$ cat config.mk
export PLATFORM = sky130hd
export DESIGN_NAME = ftsds_ema_lane
export DESIGN_NICKNAME = d
export VERILOG_FILES = /design/src/sv/ftsds_pkg.sv /design/src/sv/ftsds_ema_lane.sv
export SDC_FILE = /design/constraint.sdc
export NUM_CORES = 1
export LEC_CHECK = 0
export ABC_CLOCK_PERIOD_IN_PS = 17100
export BUFFER_PORTS_ARGS = -buffer_cell sky130_fd_sc_hd__buf_4
export CAP_MARGIN = 15
export CORE_AREA = 2 2 164 166
export CTS_BUF_LIST = sky130_fd_sc_hd__clkbuf_16
export DETAILED_ROUTE_END_ITERATION = 12
export DIE_AREA = 0 0 166 168
export PLACE_DENSITY = 0.83
export SYNTH_ARGS = -nofsm -noshare
export SYNTH_HDL_FRONTEND = slang
export SYNTH_SLANG_ARGS = --single-unit
$ cat constraint.sdc
create_clock -name i_clk -period 17.1 [get_ports i_clk]
set_clock_uncertainty 0.2 [all_clocks]
set_input_delay 1.71 -clock i_clk [delete_from_list [all_inputs] [get_ports i_clk]]
set_output_delay 1.71 -clock i_clk [all_outputs]
set_load 0.02 [all_outputs]
$ cat src/sv/ftsds_pkg.sv
`timescale 1ns / 1ps
// Shared constants and types for the force/torque deadband smoother.
// No dependencies; imported by every module of the block.
package ftsds_pkg;

    // Default datapath sizes
    localparam int SAMPLE_WIDTH_DEF         = 24;
    localparam int WEIGHT_FRACTION_BITS_DEF = 16;

    // Channel layout after the remap: three force channels, then three torque channels
    localparam int N_CHAN  = 6;
    localparam int N_FORCE = 3;
    localparam int CH_FZ   = 2;
    localparam int CH_TZ   = 5;

    // Configuration port
    localparam int APB_ADDR_W = 4;
    localparam int APB_DATA_W = 32;

    localparam logic [1:0] REG_FORCE_DB  = 2'd0;
    localparam logic [1:0] REG_TORQUE_DB = 2'd1;
    localparam logic [1:0] REG_WEIGHT    = 2'd2;

    // Deadband reset values in Q12.12: 1.0 for force, 0.3 for torque
    localparam int FORCE_DB_RESET  = 4096;
    localparam int TORQUE_DB_RESET = 1229;

    // Acquisition status codes
    localparam logic [1:0] STATUS_OK   = 2'd0;
    localparam logic [1:0] STATUS_FAIL = 2'd1;
    localparam logic [1:0] STATUS_SAT  = 2'd2;

    typedef struct packed {
        logic       valid;
        logic [1:0] status;
    } t_stage_ctl;

endpackage

$ cat src/sv/ftsds_ema_lane.sv
`timescale 1ns / 1ps
// One channel of the moving average, holding that channel's previous output.
// Depends on ftsds_pkg.
module ftsds_ema_lane
    import ftsds_pkg::*;
#(
    parameter int SAMPLE_WIDTH         = SAMPLE_WIDTH_DEF,
    parameter int WEIGHT_FRACTION_BITS = WEIGHT_FRACTION_BITS_DEF
) (
    input  logic                           i_clk,
    input  logic                           i_rst_n,
    input  logic                           i_en,
    input  logic signed [SAMPLE_WIDTH-1:0] i_sample,
    input  logic [WEIGHT_FRACTION_BITS:0]  i_weight,
    output logic signed [SAMPLE_WIDTH-1:0] o_prev
);

    localparam int PW = WEIGHT_FRACTION_BITS + 2 + SAMPLE_WIDTH + 1;

    logic signed [SAMPLE_WIDTH-1:0] r_prev;
    logic signed [SAMPLE_WIDTH-1:0] n_prev;
    logic signed [SAMPLE_WIDTH:0]   w_diff;
    logic signed [PW-1:0]           w_prod;
    logic signed [PW-1:0]           w_step;

    // w*c + (1-w)*p = p + w*(c-p); the floor divides only the product term
    assign w_diff = $signed({i_sample[SAMPLE_WIDTH-1], i_sample})
                  - $signed({r_prev[SAMPLE_WIDTH-1], r_prev});
    assign w_prod = $signed({1'b0, i_weight}) * w_diff;
    assign w_step = w_prod >>> WEIGHT_FRACTION_BITS;
    assign n_prev = r_prev + w_step[SAMPLE_WIDTH-1:0];

    always_ff @(posedge i_clk) begin
        if (!i_rst_n) begin
            r_prev <= '0;
        end else if (i_en) begin
            r_prev <= n_prev;
        end
    end

    assign o_prev = r_prev;

endmodule

==> run summary <==
Placer Congestion: 0.9301
Layout area overhead: 5.254%
Setup TNS: 0 ns
Area leader, netlist: fa_1
Final Setup Violations: 0
Max cap viols: 0
Largest cells by area after synthesis: fa_1 45%, inv_1 11%, ha_1 10%
Total Routed Length: 40,950 um
Max FFs per register: 24
All-Layer GR Usage: 31.28%
Die ar.: 27,890 um^2
Post-route setup slack: 4.230 ns
Core footprint: 26,350 um^2
ANT nets after route: 0
Slew Viols, Final: 0
Critical path peak fanout: 17
Dpl ws: 4.169 ns
Final Cycle Share: 75.26%
CTS tree: done
Clock transition at path regs: 0.07 ns
Final Cell Area: 18,350 um^2
Initial antenna violation count: 0
Vias in the first global route: 14.94k
Area share of the largest cell type after synthesis: 45.48%
CTS Sinks: 24
Post-CTS Resized: 0
Tmin final: 12.87 ns
Sequential cell area fraction in the yosys report: 2.756%
Initial DRC count: 927
Slew @ Worst Pin: 1.126 ns
Post-synthesis sequential element count: 24
First drt pass iteration count: 5
Avg WL per Cell: 17.28 um
Die Y: 168 um
Mapped cell area: 17,430 um^2
Slowest CP cell: o21ai_0
Crit. End Element: flop
First-pass GRT wire length: 70,470 um
Worst path required time: 17.10 ns
Clk_lat worst skew: 0.27 ns
Hpwl dp: 33,640 um
Via density: 5.597
Slew margin rel.: 24.54%
Largest net degree at the start of global routing: 30
Hold-fix buffers, CTS: 0
Hold Crit Class: reg2reg
Critical path startpoint category: input pin
Fmax: 77.70 MHz
Post-synthesis instance total: 2,011
Final Hold Viols: 0
Site row count: 60
Share of layout cells above drive strength 1: 5.375%
CP Class: in2reg
RSZ-0062 raised after global routing: no
Nets: 2,613
Via count: 13.26k
Post-synth EDFFs: 0
Die X: 166 um
Root buf cell: clkbuf_16
Ys Warns: 0
Layout Cells excl Fill: 2,370
CTS Buf Count: 3
CP peak stage delay: 0.79 ns
Io pins: 68
Remaining Overflow, GRT: 0
CP arrival: 12.88 ns
Avg Cell Area, Syn: 8.668 um^2
Post-synth cell types: 63
Placed instance count: 2,366
Synth Flop Type: dfxtp_1
H-tree depth: 1
Port Buffers: 67
Synthesized Nets: 2,594
Async S/R FF share, synth: 0%
Status: completed
CP dominant cell by count: fa_1
Post-DP Area: 18,270 um^2
Initial Utilization: 66.15%
# DRC: 0
Clock Tree Buf Depth: 2
Setup Buffers After CTS: 0
==> metrics by stage <==
step | hold WS (ns) | utilization (%)
5_1_grt | 0.3432 | 69.62
6_report | 0.3311 | 69.62
4_1_cts | 0.3217 | 69.62
3_3_place_gp | 0.2850 | 69.33
2_1_floorplan | 0.3685 | -
3_5_place_dp | 0.3084 | 69.33
==> synth_stat cells, drive strengths merged (11+ instances only) <==
cell / count
nand3: 17
nor2: 42
a21oi: 52
dfxtp: 24
nand2b: 11
xnor2: 54
fa: 396
xor2: 17
clkbuf: 65
o21a: 14
a21o: 22
mux2i: 14
o21ai: 30
inv: 526
nor2b: 44
ha: 143
and2: 208
nand2: 234
==> layout make-up <==
| type | instances | area, um^2 |
|---|---|---|
| multi-input cells | 1392 | 14760 |
| fillers | 1961 | 8004 |
| inverters | 526 | 1974 |
| repair buffers | 83 | 623.1 |
| flip-flops and latches | 24 | 480.5 |
| well taps | 341 | 426.7 |
| clock buffers | 3 | 75.07 |
| diodes | 1 | 2.502 |
==> cells by family (layout without fill, tap and decap cells) <==
logic type / count (synthesis) / in the layout / synth area share [%]
AOI/OAI and AO/OA: 175 / 175 / 6.812
xor gates and xnor gates: 73 / 73 / 3.826
adders and majority gates: 539 / 539 / 55.75
other: 0 / 1 / 0
DFF: 24 / 24 / 2.756
buffers and inverters: 595 / 612 / 12.82
and+or+nand+nor: 590 / 590 / 17.17
muxes: 15 / 15 / 0.8685
==> path summary, 6_finish.rpt <==
check | startpoint | end | slack, ns | depth (start not counted)
worst max-delay path | i_sample[0] | o_prev[23]$_SDFFE_PN0P_ | 4.23 | 45
worst min-delay path | o_prev[23]$_SDFFE_PN0P_ | o_prev[23]$_SDFFE_PN0P_ | 0.33 | 2
worst max register to register | o_prev[2]$_SDFFE_PN0P_ | o_prev[23]$_SDFFE_PN0P_ | 5.35 | 43
worst min register to register | o_prev[23]$_SDFFE_PN0P_ | o_prev[23]$_SDFFE_PN0P_ | 0.33 | 2
==> cell usage in the layout, fill, tap and decap left out, types with 4 or more instances in the layout <==
cell type,count
o21ai_0,27
xnor2_1,49
ha_1,143
a211o_1,5
a21oi_1,51
o31ai_1,5
and4_1,4
dfxtp_1,24
o21bai_1,5
fa_1,396
mux2i_1,14
and2_1,207
a21o_1,20
nand2b_1,11
o21a_1,14
nor3_1,10
a211oi_1,5
nand2_1,234
nor2b_1,44
xnor2_2,5
xor2_1,16
nand3_1,17
buf_4,83
a31oi_1,4
and3_1,4
o211ai_1,4
inv_1,526
nand4_1,4
nor2_1,42
==> layer usage <==
layer  track usage (%)  wire [um]  vias to the layer above
met2             56.85      21300                      482
met3             4.537       2509                      132
met1             37.70      15460                     6697
met4             12.25       1683                        0
met5                 0          0                        -
li1                  -          -                     5953
==> worst max-delay path: cells and delay by family <==
family,cells,cell delay (ns)
compound gates,18,4.48
xor+xnor,3,0.69
fa+ha+maj,10,4.16
buf+inv,4,0.46
simple gates,10,1.37
Power is not shown: default switching activity piles up to over one toggle a cycle in this logic, so the estimate is an artifact.
