==> src/sv/ftsds_pkg.sv <==
`timescale 1ns / 1ps
// Shared constants and types for the force/torque deadband smoother.
// No dependencies; imported by every module of the block.
package ftsds_pkg;

    // Default datapath sizes
    localparam int SAMPLE_WIDTH_DEF         = 24;
    localparam int WEIGHT_FRACTION_BITS_DEF = 16;

    // Channel layout after the remap: three force channels, then three torque channels
    localparam int N_CHAN  = 6;
    localparam int N_FORCE = 3;
    localparam int CH_FZ   = 2;
    localparam int CH_TZ   = 5;

    // Configuration port
    localparam int APB_ADDR_W = 4;
    localparam int APB_DATA_W = 32;

    localparam logic [1:0] REG_FORCE_DB  = 2'd0;
    localparam logic [1:0] REG_TORQUE_DB = 2'd1;
    localparam logic [1:0] REG_WEIGHT    = 2'd2;

    // Deadband reset values in Q12.12: 1.0 for force, 0.3 for torque
    localparam int FORCE_DB_RESET  = 4096;
    localparam int TORQUE_DB_RESET = 1229;

    // Acquisition status codes
    localparam logic [1:0] STATUS_OK   = 2'd0;
    localparam logic [1:0] STATUS_FAIL = 2'd1;
    localparam logic [1:0] STATUS_SAT  = 2'd2;

    typedef struct packed {
        logic       valid;
        logic [1:0] status;
    } t_stage_ctl;

endpackage

==> src/sv/ftsds_cfg_regs.sv <==
`timescale 1ns / 1ps
// APB-style configuration registers: deadbands and smoothing weight.
// Depends on ftsds_pkg.
module ftsds_cfg_regs
    import ftsds_pkg::*;
#(
    parameter int SAMPLE_WIDTH         = SAMPLE_WIDTH_DEF,
    parameter int WEIGHT_FRACTION_BITS = WEIGHT_FRACTION_BITS_DEF
) (
    input  logic                          i_clk,
    input  logic                          i_rst_n,
    input  logic                          psel,
    input  logic                          penable,
    input  logic                          pwrite,
    input  logic [APB_ADDR_W-1:0]         paddr,
    input  logic [APB_DATA_W-1:0]         pwdata,
    output logic [APB_DATA_W-1:0]         prdata,
    output logic                          pready,
    output logic [SAMPLE_WIDTH-2:0]       o_force_db,
    output logic [SAMPLE_WIDTH-2:0]       o_torque_db,
    output logic [WEIGHT_FRACTION_BITS:0] o_weight
);

    localparam int DB_W = SAMPLE_WIDTH - 1;
    localparam int WT_W = WEIGHT_FRACTION_BITS + 1;
    localparam logic [WT_W-1:0] WT_ONE   = WT_W'(1) << WEIGHT_FRACTION_BITS;
    localparam logic [WT_W-1:0] WT_RESET = WT_W'(1) << (WEIGHT_FRACTION_BITS - 1);

    logic [DB_W-1:0] r_force_db;
    logic [DB_W-1:0] r_torque_db;
    logic [WT_W-1:0] r_weight;
    logic [1:0]      w_idx;
    logic            w_wr;

    assign w_idx  = paddr[3:2];
    assign w_wr   = psel & penable & pwrite;
    assign pready = 1'b1;

    always_ff @(posedge i_clk) begin
        if (!i_rst_n) begin
            r_force_db  <= DB_W'(FORCE_DB_RESET);
            r_torque_db <= DB_W'(TORQUE_DB_RESET);
            r_weight    <= WT_RESET;
        end else if (w_wr) begin
            unique case (w_idx)
                REG_FORCE_DB:  r_force_db  <= pwdata[DB_W-1:0];
                REG_TORQUE_DB: r_torque_db <= pwdata[DB_W-1:0];
                REG_WEIGHT:    r_weight    <= pwdata[WT_W-1:0];
                default: ;
            endcase
        end
    end

    always_comb begin
        unique case (w_idx)
            REG_FORCE_DB:  prdata = APB_DATA_W'(r_force_db);
            REG_TORQUE_DB: prdata = APB_DATA_W'(r_torque_db);
            REG_WEIGHT:    prdata = APB_DATA_W'(r_weight);
            default:       prdata = '0;
        endcase
    end

    // Clamp a weight above one to exactly one
    assign o_weight    = (r_weight > WT_ONE) ? WT_ONE : r_weight;
    assign o_force_db  = r_force_db;
    assign o_torque_db = r_torque_db;

endmodule

==> config.mk <==
export PLATFORM = sky130hd
export DESIGN_NAME = ftsds_cfg_regs
export DESIGN_NICKNAME = d
export VERILOG_FILES = /design/src/sv/ftsds_pkg.sv /design/src/sv/ftsds_cfg_regs.sv
export SDC_FILE = /design/constraint.sdc
export NUM_CORES = 1
export LEC_CHECK = 0
export ABC_AREA = 1
export BUFFER_PORTS_ARGS = -buffer_cell sky130_fd_sc_hd__buf_2
export CAP_MARGIN = 20
export CORE_UTILIZATION = 50
export DETAILED_ROUTE_END_ITERATION = 16
export PLACE_DENSITY = 0.82
export SKIP_CTS_REPAIR_TIMING = 1
export SYNTH_ARGS = -nofsm -noshare
export SYNTH_HDL_FRONTEND = slang
export SYNTH_SLANG_ARGS = --single-unit
==> constraint.sdc <==
create_clock -name i_clk -period 2.2 [get_ports i_clk]
set_input_delay 0.11 -clock i_clk [delete_from_list [all_inputs] [get_ports i_clk]]
set_output_delay 0.11 -clock i_clk [all_outputs]
set_load 0.005 [all_outputs]
==> results.txt <==
Hold Crit Class -> in2reg
instance count on the critical path -> 6
number of global-route vias before repair -> 2,691
R2R depth -> 2
global route overflow -> 0
CP endpoint -> o_weight[4]
setup TNS -> 0 ns
CTS max path bufs -> 2
worst hold margin -> 0.0179 ns
Synth Instances -> 409
Top delay family on crit path -> simple AND/OR/NAND/NOR gates
fin nets -> 554
Cell Chain, Critical Path -> nor2_1 > nand2_1 > nor2_1 > nand2_1 > a21oi_1 > buf_2
Peak VDD IR -> 0.000371 V
max-slew violations -> 0
number of port buffers -> 115
Crit Path Max Fanout -> 16
number of max-cap violations -> 0
num ports -> 137
TritonCTS sink count -> 63
post-synthesis sequential area ratio -> 0.440
Mean Syn Cell Area -> 7.01 sq um
Initial Util -> 0.521
CP Data Required Time -> 2.09 ns
largest net degree at the start of global routing -> 64
placed wire-length estimate -> 5300 um
vias -> 3,018
Inst Count DP -> 574
measured slew at the worst slew-check pin -> 0.758 ns
worst reg2reg path startpoint -> r_weight[16]
CP Launch Type -> flip-flop
endpoints failing setup -> 0
Inserted Diodes -> 0
status -> finished clean
Synth Cell Area -> 2870 sq um
Leak -> 1.90 nW
Ys Warns -> 0
DRT Pass-1 Iters -> 4
pwr/cell area -> 658 nW/um^2
vias per cell -> 5.12
period utilization -> 0.860
# rows -> 27
CP arrival -> 1.78 ns
worst rel slew slack -> 0.494
Worst Setup SP -> r_weight[2]
layout cell share with drive strength beyond 1 -> 0.280
reg2reg end -> r_weight[16]
cts bufs inserted -> 9
first-pass GRT wire length -> 12,900 um
Worst Setup End Kind -> primary output
Clock Skews -> 0 ns
GRT Total Usage -> 0.271
flop2flop setup slack -> 1.03 ns
Final Hold Viols -> 0
achievable clock frequency -> 529 MHz
critical path class -> reg2out
# H-tree levels -> 3
Final Critical Period -> 1.89 ns
initial drt markers -> 198
unrepaired setup endpoints after global routing -> false
CTS tree -> yes
WP buf/inv -> 1
clock root buffer -> clkbuf_8
Max stage delay on crit path -> 0.39 ns
Slowest cell on crit path -> nand2_1
detailed-route DRC error count -> 0
full die area -> 6040 sq um
GP Congestion -> 0.756
latest clock arrival within the worst-skew pair -> 0.33 ns
Layout area overhead -> 25.4%
drt wl/cell -> 13.5 um
initial antenna violation count -> 0
final WL -> 7980 um
Final Non-Filler Cells -> 590
clock transition at the registers of the reported paths -> 0.07 ns
Core Box Area -> 5510 sq um
die width -> 77.7 um
Die Y -> 77.7 um
Final Core Density -> 0.653
# fillers -> 507
FF+latch count, synth -> 63
post-synth cell types -> 22
Final ANT Viol Nets -> 0
==> synth_stat cells <==
library cell | n | area share
nor2_4 | 2 | 0.0079
buf_1 | 3 | 0.0039
buf_2 | 9 | 0.016
dfxtp_1 | 63 | 0.44
o21ai_1 | 8 | 0.014
nand2_1 | 56 | 0.073
a22o_1 | 6 | 0.018
buf_4 | 13 | 0.034
nor2_8 | 1 | 0.0070
nand3_1 | 8 | 0.014
inv_1 | 20 | 0.026
conb_1 | 2 | 0.0026
nand2_4 | 1 | 0.0039
o21ai_0 | 47 | 0.082
buf_6 | 1 | 0.0039
nor2_1 | 120 | 0.16
nor2_2 | 1 | 0.0022
o211ai_1 | 17 | 0.045
nand3_2 | 1 | 0.0035
inv_2 | 4 | 0.0052
clkbuf_1 | 10 | 0.013
a21oi_1 | 16 | 0.028
==> cell usage in the layout, fill, tap and decap left out <==
master | synthesis | routed
nand2_1 | 56 | 56
nand3_1 | 8 | 8
nand3_2 | 1 | 1
clkbuf_8 | 0 | 10
a22o_1 | 6 | 6
buf_4 | 13 | 6
o21ai_0 | 47 | 47
conb_1 | 2 | 10
clkbuf_1 | 10 | 2
nand2_4 | 1 | 1
nor2_1 | 120 | 120
a21oi_1 | 16 | 16
inv_1 | 20 | 20
nor2_2 | 1 | 1
inv_2 | 4 | 4
dfxtp_1 | 63 | 63
clkinv_2 | 0 | 3
o211ai_1 | 17 | 17
o21ai_1 | 8 | 8
buf_2 | 9 | 115
nor2_4 | 2 | 2
nor2_8 | 1 | 1
bufinv_16 | 0 | 1
==> metrics by stage <==
step / instance area, sq um / setup WS (ns) / power [W]
finish: 3600 / 0.309 / 0.00237
global route: 3600 / 0.190 / 0.00246
CTS: 3600 / 0.298 / 0.00238
detailed placement: 3410 / 0.662 / 0.00142
global placement: 3410 / 0.701 / 0.00141
floorplan: 2900 / 1.10 / 0.00133
==> report_power, final <==
| group | internal (W) | total, W | switching (W) |
|---|---|---|---|
| clock network | 0.000549 | 0.000973 | 0.000424 |
| logic | 0.0000796 | 0.000208 | 0.000128 |
| registers | 0.00117 | 0.00119 | 0.0000202 |
| total | 0.00179 | 0.00237 | 0.000573 |
==> routing by layer <==
metal | global-route usage | wire [um] | up-vias
met5 | 0 | 0 | -
met4 | 0.0906 | 93 | 0
met3 | 0.0494 | 554 | 11
met2 | 0.454 | 3850 | 128
met1 | 0.350 | 3480 | 1375
li1 | - | - | 1504
==> worst reg2reg max path, cell delays in order, from the launching register on <==
cell and delay [ns]:
dfxtp_1 0.81, o21ai_0 0.19, nor2_1 0.11
==> worst min-delay path by stage <==
| stage | endpoint | from | slack [ns] | cells after the start |
|---|---|---|---|---|
| 6_report | o_force_db[17] | pwdata[17] | 0.02 | 3 |
| 4_1_cts | o_force_db[17] | pwdata[17] | 0.007 | 3 |
| 5_1_grt | o_torque_db[10] | pwdata[10] | 0.02 | 3 |
| 2_1_floorplan | o_force_db[12] | pwdata[12] | 0.24 | 2 |
| 3_3_place_gp | o_force_db[21] | pwdata[21] | 0.35 | 3 |
| 3_5_place_dp | o_force_db[17] | pwdata[17] | 0.36 | 3 |
==> kinds of logic after synthesis <==
logic type | share of synthesized area
AOI/OAI and AO/OA | 0.187
DFF | 0.440
and+or+nand+nor | 0.269
other | 0.00262
buffers and inverters | 0.102
==> cell type report <==
cell class | instances | area [sq um] | area share
tap | 72 | 90.1 | 0.0251
clock inverter | 4 | 45.0 | 0.0125
sequential | 63 | 1260 | 0.351
inverter | 24 | 90.1 | 0.0251
multi-input combinational | 294 | 1340 | 0.374
clock buffer | 12 | 145 | 0.0404
timing repair buffer | 121 | 621 | 0.173
==> flip-flops by register name, summed over array words and instances, names as in the netlist <==
| register | cells |
|---|---|
| o_force_db | 23 |
| o_torque_db | 23 |
| r_weight | 17 |
No activity file was read; power rests on OpenSTA's default activity.
