<file path="config.mk">
export PLATFORM = sky130hd
export DESIGN_NAME = ftsds_condition
export DESIGN_NICKNAME = d
export VERILOG_FILES = /design/src/sv/ftsds_pkg.sv /design/src/sv/ftsds_condition.sv
export SDC_FILE = /design/constraint.sdc
export NUM_CORES = 1
export LEC_CHECK = 0
export ABC_AREA = 1
export BUFFER_PORTS_ARGS = -buffer_cell sky130_fd_sc_hd__buf_2
export CORE_MARGIN = 2
export CORE_UTILIZATION = 55
export DETAILED_ROUTE_END_ITERATION = 6
export GPL_TIMING_DRIVEN = 1
export PLACE_DENSITY = 0.94
export SLEW_MARGIN = 20
export SYNTH_ARGS = -nofsm -noshare
export SYNTH_HDL_FRONTEND = slang
export SYNTH_SLANG_ARGS = --single-unit
export TNS_END_PERCENT = 50
</file>
<file path="constraint.sdc">
create_clock -name vclk -period 5.5
set_input_delay 0.825 -clock vclk [all_inputs]
set_output_delay 0.825 -clock vclk [all_outputs]
set_load 0.01 [all_outputs]
</file>
<file path="src/sv/ftsds_pkg.sv">
`timescale 1ns / 1ps
// Shared constants and types for the force/torque deadband smoother.
// No dependencies; imported by every module of the block.
package ftsds_pkg;

    // Default datapath sizes
    localparam int SAMPLE_WIDTH_DEF         = 24;
    localparam int WEIGHT_FRACTION_BITS_DEF = 16;

    // Channel layout after the remap: three force channels, then three torque channels
    localparam int N_CHAN  = 6;
    localparam int N_FORCE = 3;
    localparam int CH_FZ   = 2;
    localparam int CH_TZ   = 5;

    // Configuration port
    localparam int APB_ADDR_W = 4;
    localparam int APB_DATA_W = 32;

    localparam logic [1:0] REG_FORCE_DB  = 2'd0;
    localparam logic [1:0] REG_TORQUE_DB = 2'd1;
    localparam logic [1:0] REG_WEIGHT    = 2'd2;

    // Deadband reset values in Q12.12: 1.0 for force, 0.3 for torque
    localparam int FORCE_DB_RESET  = 4096;
    localparam int TORQUE_DB_RESET = 1229;

    // Acquisition status codes
    localparam logic [1:0] STATUS_OK   = 2'd0;
    localparam logic [1:0] STATUS_FAIL = 2'd1;
    localparam logic [1:0] STATUS_SAT  = 2'd2;

    typedef struct packed {
        logic       valid;
        logic [1:0] status;
    } t_stage_ctl;

endpackage

</file>
<file path="src/sv/ftsds_condition.sv">
`timescale 1ns / 1ps
// One channel of input conditioning: optional saturating negation, then deadband.
// Depends on ftsds_pkg.
module ftsds_condition
    import ftsds_pkg::*;
#(
    parameter int SAMPLE_WIDTH = SAMPLE_WIDTH_DEF
) (
    input  logic signed [SAMPLE_WIDTH-1:0] i_sample,
    input  logic                           i_negate,
    input  logic        [SAMPLE_WIDTH-2:0] i_band,
    output logic signed [SAMPLE_WIDTH-1:0] o_sample
);

    localparam logic signed [SAMPLE_WIDTH-1:0] S_MIN = {1'b1, {(SAMPLE_WIDTH-1){1'b0}}};
    localparam logic signed [SAMPLE_WIDTH-1:0] S_MAX = {1'b0, {(SAMPLE_WIDTH-1){1'b1}}};

    logic signed [SAMPLE_WIDTH-1:0] w_cur;
    logic        [SAMPLE_WIDTH-1:0] w_mag;

    always_comb begin
        if (!i_negate) begin
            w_cur = i_sample;
        end else if (i_sample == S_MIN) begin
            w_cur = S_MAX;
        end else begin
            w_cur = -i_sample;
        end
    end

    // Unsigned magnitude; the most negative value maps to 2^(W-1) correctly
    assign w_mag    = w_cur[SAMPLE_WIDTH-1] ? (~w_cur + 1'b1) : w_cur;
    assign o_sample = (w_mag < {1'b0, i_band}) ? '0 : w_cur;

endmodule

</file>
==> results_dict.tcl, run 1 <==
set metrics [dict create \
    status "complete, no violations" \
    n_antenna_cell 0 \
    max_freq_ghz 0.191 \
    n_sequential_cell 0 \
    setup_viol 0 \
    p_leak_nw 1.79 \
    row_count 24 \
    peakVddDrop_uv 48.5 \
    maxCapViolCount 0 \
    power_mw 0.318 \
    netlist_area_um2 2410 \
    synthCells 441 \
    ant_nets 0 \
    totalWireLength_um 7030 \
    routed_via_density 5.41 \
    fin_crit_ps 5240 \
    synthTopCellsByArea "nand2_1 (18%), inv_1 (13%), ha_1 (12%)" \
    report.final.slew_viol_count 0 \
    track_usage 0.259 \
    wl_per_cell_um 12.3 \
    critPathArrivalTime_ps 4410 \
    synthMostInstantiatedCell "nand2_1" \
    grt_antenna_before_repair 0 \
    worst_pin_slew_ps 420 \
    critical_path_class "primary input to output pin" \
    hpwl_um 5460 \
    drcViolationCount 0 \
    avgSynthCellArea_um2 5.46 \
    portBuffers 72 \
    tns_ps 0 \
    power_density_nw_per_um2 108 \
    yosysWarnings 0 \
    nNetsFinal 593 \
    post-synth-top-area-fraction 0.179 \
    io_pins 72 \
    grt_pass1_vias 2692 \
    synthDistinctLibCells 32 \
    routed-via-count 3088 \
    crit_path_end_kind "output pin" \
    start_util 0.561 \
    die-area_um2 4930 \
    slew_headroom 0.719 \
    holdWs_ps 2110 \
    finalWorstSetupSlack_ps 263 \
    fin_util 0.683 \
    grt_max_degree 25 \
    cp.required_ps 4680 \
    synthToLayoutAreaGrowth_pct 21.7 \
    place.gp.congestion 0.877 \
    firstDrtPassIters 5 \
    drive_gt1_frac 0.276 \
    grt_pass1_wl_um 11100 \
    yosysSeqAreaShare 0 \
    crit_fanout 14 \
    die_w_um 70.2 \
    ctsHoldBuffers 0 \
    hold_viol_final 0 \
    coreArea_um2 4290 \
    finalCritPeriodShare 0.952 \
    die-height_um 70.2 \
    clockBufferCount 0 \
    grt_remaining_overflow 0 \
    netlist.top_cell.by_area "nand2_1" \
    hold_class "primary input to output pin" \
    crit_path_start_kind "primary input" \
    drt_iter0_drc 167 \
    yosys-top-cells-count "nand2_1 (115), inv_1 (83), nor2_1 (50)" \
    syn-num-nets 513 \
    pre_cts_slack_ps 133 \
    final-seq-area_um2 0 \
]
## cells in the final DEF, fill, tap and decap left out, types with 5 or more instances in the layout
master     n
a21oi_1   18
a21oi_2   21
buf_2     72
buf_4     13
ha_1      24
inv_1     83
inv_2      6
nand2_1  114
nand2_2    5
nand3_1   41
nor2_1    48
nor2_2     6
nor2_4     6
o21ai_0   11
xor2_1    17
## kinds of logic after synthesis
logic type,count (synthesis),synth area share
AND/OR/NAND/NOR,235,0.458
AO/OA/AOI/OAI,59,0.165
buffers and inverters,102,0.176
adder cells (fa/ha/maj),24,0.125
XOR/XNOR,21,0.0763
## metrics by stage
step           cells  area [um2]
6_report         571        2930
5_1_grt          571        2930
4_1_cts          559        2790
3_5_place_dp     559        2790
3_3_place_gp     559        2790
2_1_floorplan    441        2410
## layout make-up
type | count | area [um2]
timing repair buffer | 88 | 509
tap | 52 | 65.1
multi-input combinational | 340 | 2020
fill | 379 | 1360
inverter | 91 | 342
## repair_timing
action	4_1_cts	5_1_grt
resized for setup	0	11
setup endpoints to repair	0	24
setup buffers	0	11
hold endpoints to repair	0	0
## metal layers
| layer | GRT usage | share of wire | up-vias |
|---|---|---|---|
| met5 | 0 | 0 | - |
| met4 | 0.0620 | 0.020 | 0 |
| met3 | 0.0101 | 0.063 | 20 |
| met2 | 0.474 | 0.50 | 146 |
| met1 | 0.332 | 0.42 | 1381 |
| li1 | - | - | 1541 |
## power breakdown
part	internal, mW	total, mW	switching [mW]
clock network	0	0	0
registers	0	0	0
logic	0.124	0.318	0.194
## path summary, 6_finish.rpt
kind	startpoint	depth (start not counted)	slack (ps)	to
worst max-delay path	i_sample[0]	27	260	o_sample[0]
worst min-delay path	i_sample[13]	4	2110	o_sample[13]
## worst max-delay path, cell delays in order
cell and delay (ps):
buf_2 80, inv_2 50, ha_1 230, nand3_2 140, nor2_8 60, nand4_4 120, buf_4 210, nand2_1 100
nor2_1 110, nand2_1 100, nor2_1 230, nand2_2 130, nor2_4 160, nand2_1 90, nand2_1 90, xor2_1 150
ha_1 270, a21oi_1 150, o21ai_1 80, a21oi_1 130, nor2_1 70, o21ai_1 120, nand2_1 100, a21oi_4 170
buf_12 180, a21oi_1 90, buf_2 150
Power figures use the tool's default switching activity.
==> inputs of run 2 (changes only) <==
--- a/config.mk
+++ b/config.mk
@@ -5,13 +5,14 @@
 export SDC_FILE = /design/constraint.sdc
 export NUM_CORES = 1
 export LEC_CHECK = 0
-export ABC_AREA = 1
 export BUFFER_PORTS_ARGS = -buffer_cell sky130_fd_sc_hd__buf_2
+export CORE_ASPECT_RATIO = 2
 export CORE_MARGIN = 2
 export CORE_UTILIZATION = 55
 export DETAILED_ROUTE_END_ITERATION = 6
+export GPL_ROUTABILITY_DRIVEN = 0
 export GPL_TIMING_DRIVEN = 1
-export PLACE_DENSITY = 0.94
+export PLACE_DENSITY = 0.95
 export SLEW_MARGIN = 20
 export SYNTH_ARGS = -nofsm -noshare
 export SYNTH_HDL_FRONTEND = slang
==> run 2 against run 1 <==
  * The run now ends with DRC, setup timing left
  * Critical path depth is 2 lower
  * Clock-buffer cell count is the same
  * Fmax decreased by 15%
  * Worst hold slack better by 92 ps
  * Synthesized cell count is 20% lower
  * Sequential cell count unchanged
  * Combinational power rose by 58%
  * Critical endpoint is now o_sample[10]
==> results_dict.tcl, run 2 <==
set metrics [dict create \
    grt_pass1_wl_um 20000 \
    grt_max_degree 35 \
    final_common_cell "buf_4" \
    worst_pin_slew_ps 633 \
    yosys.area_share.simple 0.331 \
    grt_remaining_overflow 0 \
    report.final.slew_viol_count 0 \
    place_area_um2 3360 \
    p_int_mw 0.218 \
    ctsHoldBuffers 0 \
    row_count 33 \
    fin_crit_ps 6140 \
    status "complete, but fails checks" \
    post-synth-top-area-fraction 0.127 \
    synthDistinctLibCells 64 \
    io_pins 72 \
    drive_gt1_frac 0.489 \
    nNetsFinal 579 \
    netlist.top_cell.by_area "ha_1" \
    routed-via-count 4242 \
    wl_per_cell_um 27.4 \
    synthTopCellsByArea "ha_1 (13%), xnor2_1 (7.8%), nor2_1 (7.0%)" \
    yosys-top-cells-count "nor2_1 (44), inv_1 (28), a21oi_1 (24), ha_1 (24), xnor2_1 (21)" \
    firstDrtPassIters 7 \
    fillers 153 \
    finalWorstSetupSlack_ps -641 \
    tns_ps -12130 \
    peakVddDrop_uv 101 \
    ant_nets 0 \
    slew_headroom 0.566 \
    crit_path_start_kind "primary input" \
    synthCells 351 \
    switching_share 0.565 \
    routed_via_density 7.60 \
    die-height_um 96.6 \
    portBuffers 72 \
    final_area_um2 3860 \
    grt_pass1_vias 4066 \
    holdWs_ps 2210 \
    hold_class "primary input to output pin" \
    start_util 0.571 \
    power_mw 0.501 \
    synthToLayoutAreaGrowth_pct 63.6 \
    synthMuxAreaShare 0.0223 \
    grt_antenna_before_repair 1 \
    track_usage 0.509 \
    finalCritPeriodShare 1.12 \
    hpwl_um 7530 \
    cp.required_ps 4680 \
    avgSynthCellArea_um2 6.72 \
    hold_viol_final 0 \
    synthMostInstantiatedCell "nor2_1" \
    fin_util 0.935 \
    synth_fa_ha_area_frac 0.127 \
    synth_compound_area_frac 0.296 \
    synth_top_family_by_area "simple AND/OR/NAND/NOR gates" \
    drcViolationCount 64 \
    comb_power_share 1.000 \
    final-seq-area_um2 0 \
    mostFrequentLayoutCells "buf_4 (99), buf_2 (67), nor2_1 (35)" \
    yosysWarnings 0 \
    rsz0062_at_grt "yes" \
    totalWireLength_um 15300 \
    violations "DRC, setup timing" \
    syn-num-nets 423 \
    crit_path_end_kind "output pin" \
    die-area_um2 4860 \
    critPathArrivalTime_ps 5320 \
    synthXorXnorAreaFrac 0.122 \
    max_freq_ghz 0.163 \
    p_seq_frac 0 \
    n_sequential_cell 0 \
    clockBufferCount 0 \
    power_density_nw_per_um2 130 \
    p_clk_frac 0 \
    crit_fanout 8 \
    drt_iter0_drc 634 \
    setup_viol 24 \
    netlist_area_um2 2360 \
    die_w_um 50.3 \
    maxCapViolCount 0 \
    p_leak_nw 1.83 \
    yosysSeqAreaShare 0 \
    critical_path_class "primary input to output pin" \
    switching_power_mw 0.283 \
    coreArea_um2 4130 \
]
[run 2: logic make-up after synthesis]
| kind of cell | Yosys count |
|---|---|
| simple gates | 138 |
| mux | 5 |
| buf+inv | 52 |
| xor+xnor | 32 |
| compound gates | 100 |
| fa+ha+maj | 24 |
[run 2: power by group through the flow]
stage	combinational, mW	clock, mW	sequential (mW)
final	0.501	0.0000000245	0
after detailed placement	0.359	0	0
after CTS	0.411	0	0
after floorplan	0.211	0	0
after global routing	0.515	0.0000000245	0
after global placement	0.334	0	0
[run 2: metrics by stage]
step | setup slack, ps | cells
floorplan | -52.8 | 351
global placement | -419 | 540
detailed placement | -605 | 540
CTS | -153 | 548
global route | -626 | 558
finish | -641 | 558
[run 2: final cells by class]
type / instances / area (um2) / share of cell area
multi-input combinational: 299 / 2420 / 0.628
inverter: 28 / 113 / 0.0292
timing repair buffer: 178 / 1250 / 0.325
tap: 52 / 65.1 / 0.0169
antenna: 1 / 2.50 / 0.000649
[run 2: path summary, 6_finish.rpt]
path / startpoint / endpoint / cells after the start
setup / recovery: i_sample[0] / o_sample[10] / 25
hold / removal: i_sample[10] / o_sample[10] / 4
[run 2: critical path, stage by stage]
cell	delay, ps
buf_8	100
inv_6	50
ha_4	130
nor3b_4	270
nand4_1	190
buf_4	190
nor4_4	180
buf_4	180
nor2_1	80
ha_2	240
nand4b_1	190
buf_4	180
nor2_1	80
nor2_2	270
xnor2_1	140
ha_1	330
nand4_1	160
nor2_1	180
o2111ai_1	150
a41oi_2	240
o31ai_4	130
and3_4	230
buf_12	160
a311oi_2	230
buf_2	180
[run 2: metal layers]
metal  up-vias  track usage  part of all wire  routed length, um
li1       1607            -                 -                  -
met1      1778        0.509              0.29               4440
met2       588        0.814              0.42               6400
met3       269        0.185              0.15               2320
met4         0        0.407              0.14               2150
met5         -            0                 0                  0
[run 2: timing repair]
| item | in CTS | in global routing |
|---|---|---|
| pin swaps | 25 | 30 |
| endpoints found under the setup margin | 24 | 24 |
| gates resized for setup | 53 | 29 |
| gates cloned | 1 | 0 |
| buffers inserted | 8 | 9 |
==> inputs of run 3 (changes only) <==
--- a/config.mk
+++ b/config.mk
@@ -12,7 +12,7 @@
 export DETAILED_ROUTE_END_ITERATION = 6
 export GPL_ROUTABILITY_DRIVEN = 0
 export GPL_TIMING_DRIVEN = 1
-export PLACE_DENSITY = 0.95
+export PLACE_DENSITY_LB_ADDON = 0.12
 export SLEW_MARGIN = 20
 export SYNTH_ARGS = -nofsm -noshare
 export SYNTH_HDL_FRONTEND = slang
==> constraint.sdc (replaced) <==
create_clock -name vclk -period 5.5
set_input_delay 0.55 -clock vclk [all_inputs]
set_output_delay 0.55 -clock vclk [all_outputs]
set_load 0.01 [all_outputs]
==> run 3 against run 2 <==
  * The run now ends clean
  * Critical path depth is 2 lower
  * Fmax is 17% higher
  * Highest routed layer unchanged
  * Worst hold slack worse by 630 ps
  * First-iteration DRC count is 90% lower
  * Setup slack better by 870 ps
  * Clock-buffer cell count stayed put
  * Cell count is 15% lower
==> results_dict.tcl, run 3 (synthesis gave the netlist of run 2 again) <==
set metrics [dict create \
    slew_headroom 0.498 \
    routed_via_density 6.15 \
    max_freq_ghz 0.190 \
    track_usage 0.283 \
    fin_crit_ps 5270 \
    report.final.slew_viol_count 0 \
    final_common_cell "buf_2" \
    drt_iter0_drc 64 \
    cp.required_ps 4950 \
    peakVddDrop_uv 76.6 \
    grt_pass1_wl_um 11500 \
    critPathArrivalTime_ps 4720 \
    die-area_um2 4860 \
    firstDrtPassIters 5 \
    crit_path_end_kind "output pin" \
    nNetsFinal 497 \
    power_density_nw_per_um2 108 \
    worst_pin_slew_ps 733 \
    status "complete, no violations" \
    io_pins 72 \
    start_util 0.571 \
    finalCritPeriodShare 0.957 \
    totalWireLength_um 7130 \
    grt_antenna_before_repair 0 \
    wl_per_cell_um 15.0 \
    fillers 411 \
    routed-via-count 2921 \
    portBuffers 72 \
    clockBufferCount 0 \
    synthToLayoutAreaGrowth_pct 21.4 \
    grt_pass1_vias 2654 \
    row_count 33 \
    n_sequential_cell 0 \
    die-height_um 96.6 \
    ant_nets 0 \
    die_w_um 50.3 \
    drcViolationCount 0 \
    n_antenna_cell 0 \
    power_mw 0.309 \
    holdWs_ps 1570 \
    multi_input_area_um2 2150 \
    crit_fanout 16 \
    mostFrequentLayoutCells "buf_2 (72), nor2_1 (44), inv_1 (28)" \
    grt_remaining_overflow 0 \
    hold_viol_final 0 \
    grt_max_degree 43 \
    coreArea_um2 4130 \
    crit_path_start_kind "primary input" \
    maxCapViolCount 0 \
    hpwl_um 5960 \
    critical_path_class "primary input to output pin" \
    hold_class "primary input to output pin" \
    drive_gt1_frac 0.277 \
    p_leak_nw 1.35 \
    setup_viol 0 \
    final-seq-area_um2 0 \
]
[run 3: cell count changes in the layout (fill, tap and decap cells not counted), moves of 3 or more]
cell	delta
nor2_1	+9
a21oi_2	-10
o21ai_0	+3
buf_4	-76
or4_1	+4
or4_4	-4
nor3_1	+4
buf_6	-6
a21oi_1	+10
nor3_2	-4
buf_2	+5
nor2_2	-5
nor2_4	-4
[run 3: critical path, stage by stage]
cell and delay [ps]:
buf_2 130, inv_1 80, ha_2 220, or3b_1 410
buf_4 180, nor4_2 390, nand2_1 120, buf_4 180
o21ai_0 190, buf_4 170, nor3b_4 60, a31oi_2 210
xor2_1 180, ha_1 270, a21o_1 160, a21o_1 160
a21oi_1 140, nor2b_1 60, o211ai_1 200, and3_1 240
buf_6 180, a21oi_1 70, buf_2 160
[run 3: worst paths after layout]
path	slack, ps	from	end	cells after the start
setup / recovery	230	i_sample[1]	o_sample[14]	23
hold / removal	1570	i_sample[10]	o_sample[10]	3
[run 3: final cells by class]
type                       count  area share
multi-input combinational    299       0.751
timing repair buffer          96       0.190
inverter                      28      0.0367
tap                           52      0.0227
[run 3: per-layer routing]
layer  global-route usage  wire, um  vias to the layer above
li1                     -         -                     1444
met1                0.335      2750                     1335
met2                0.523      3770                      121
met3              0.00463       322                       21
met4                0.102       289                        0
met5                    0         0                        -
[run 3: report_power, final]
part | internal [mW] | total (mW) | switching, mW | leakage, nW
clock network | 0 | 0 | 0 | 0
registers | 0 | 0 | 0 | 0
logic | 0.134 | 0.309 | 0.176 | 1.35
[run 3: per-stage QoR]
stage	TNS [ps]	instances	utilization	setup WS, ps	cell area [um2]
final	0	475	0.694	234	2860
after floorplan	0	351	-	344	2360
after detailed placement	0	473	0.682	25.5	2820
after CTS	0	473	0.682	4.98	2820
after global placement	0	473	0.682	137	2820
after global routing	-15.8	475	0.694	-15.8	2860
[run 3: repair_timing]
item,in CTS,in global routing
hold endpoints to repair,0,0
gates resized for setup,0,7
setup endpoints to repair,0,24
hold buffers,0,0
buffers inserted,0,2
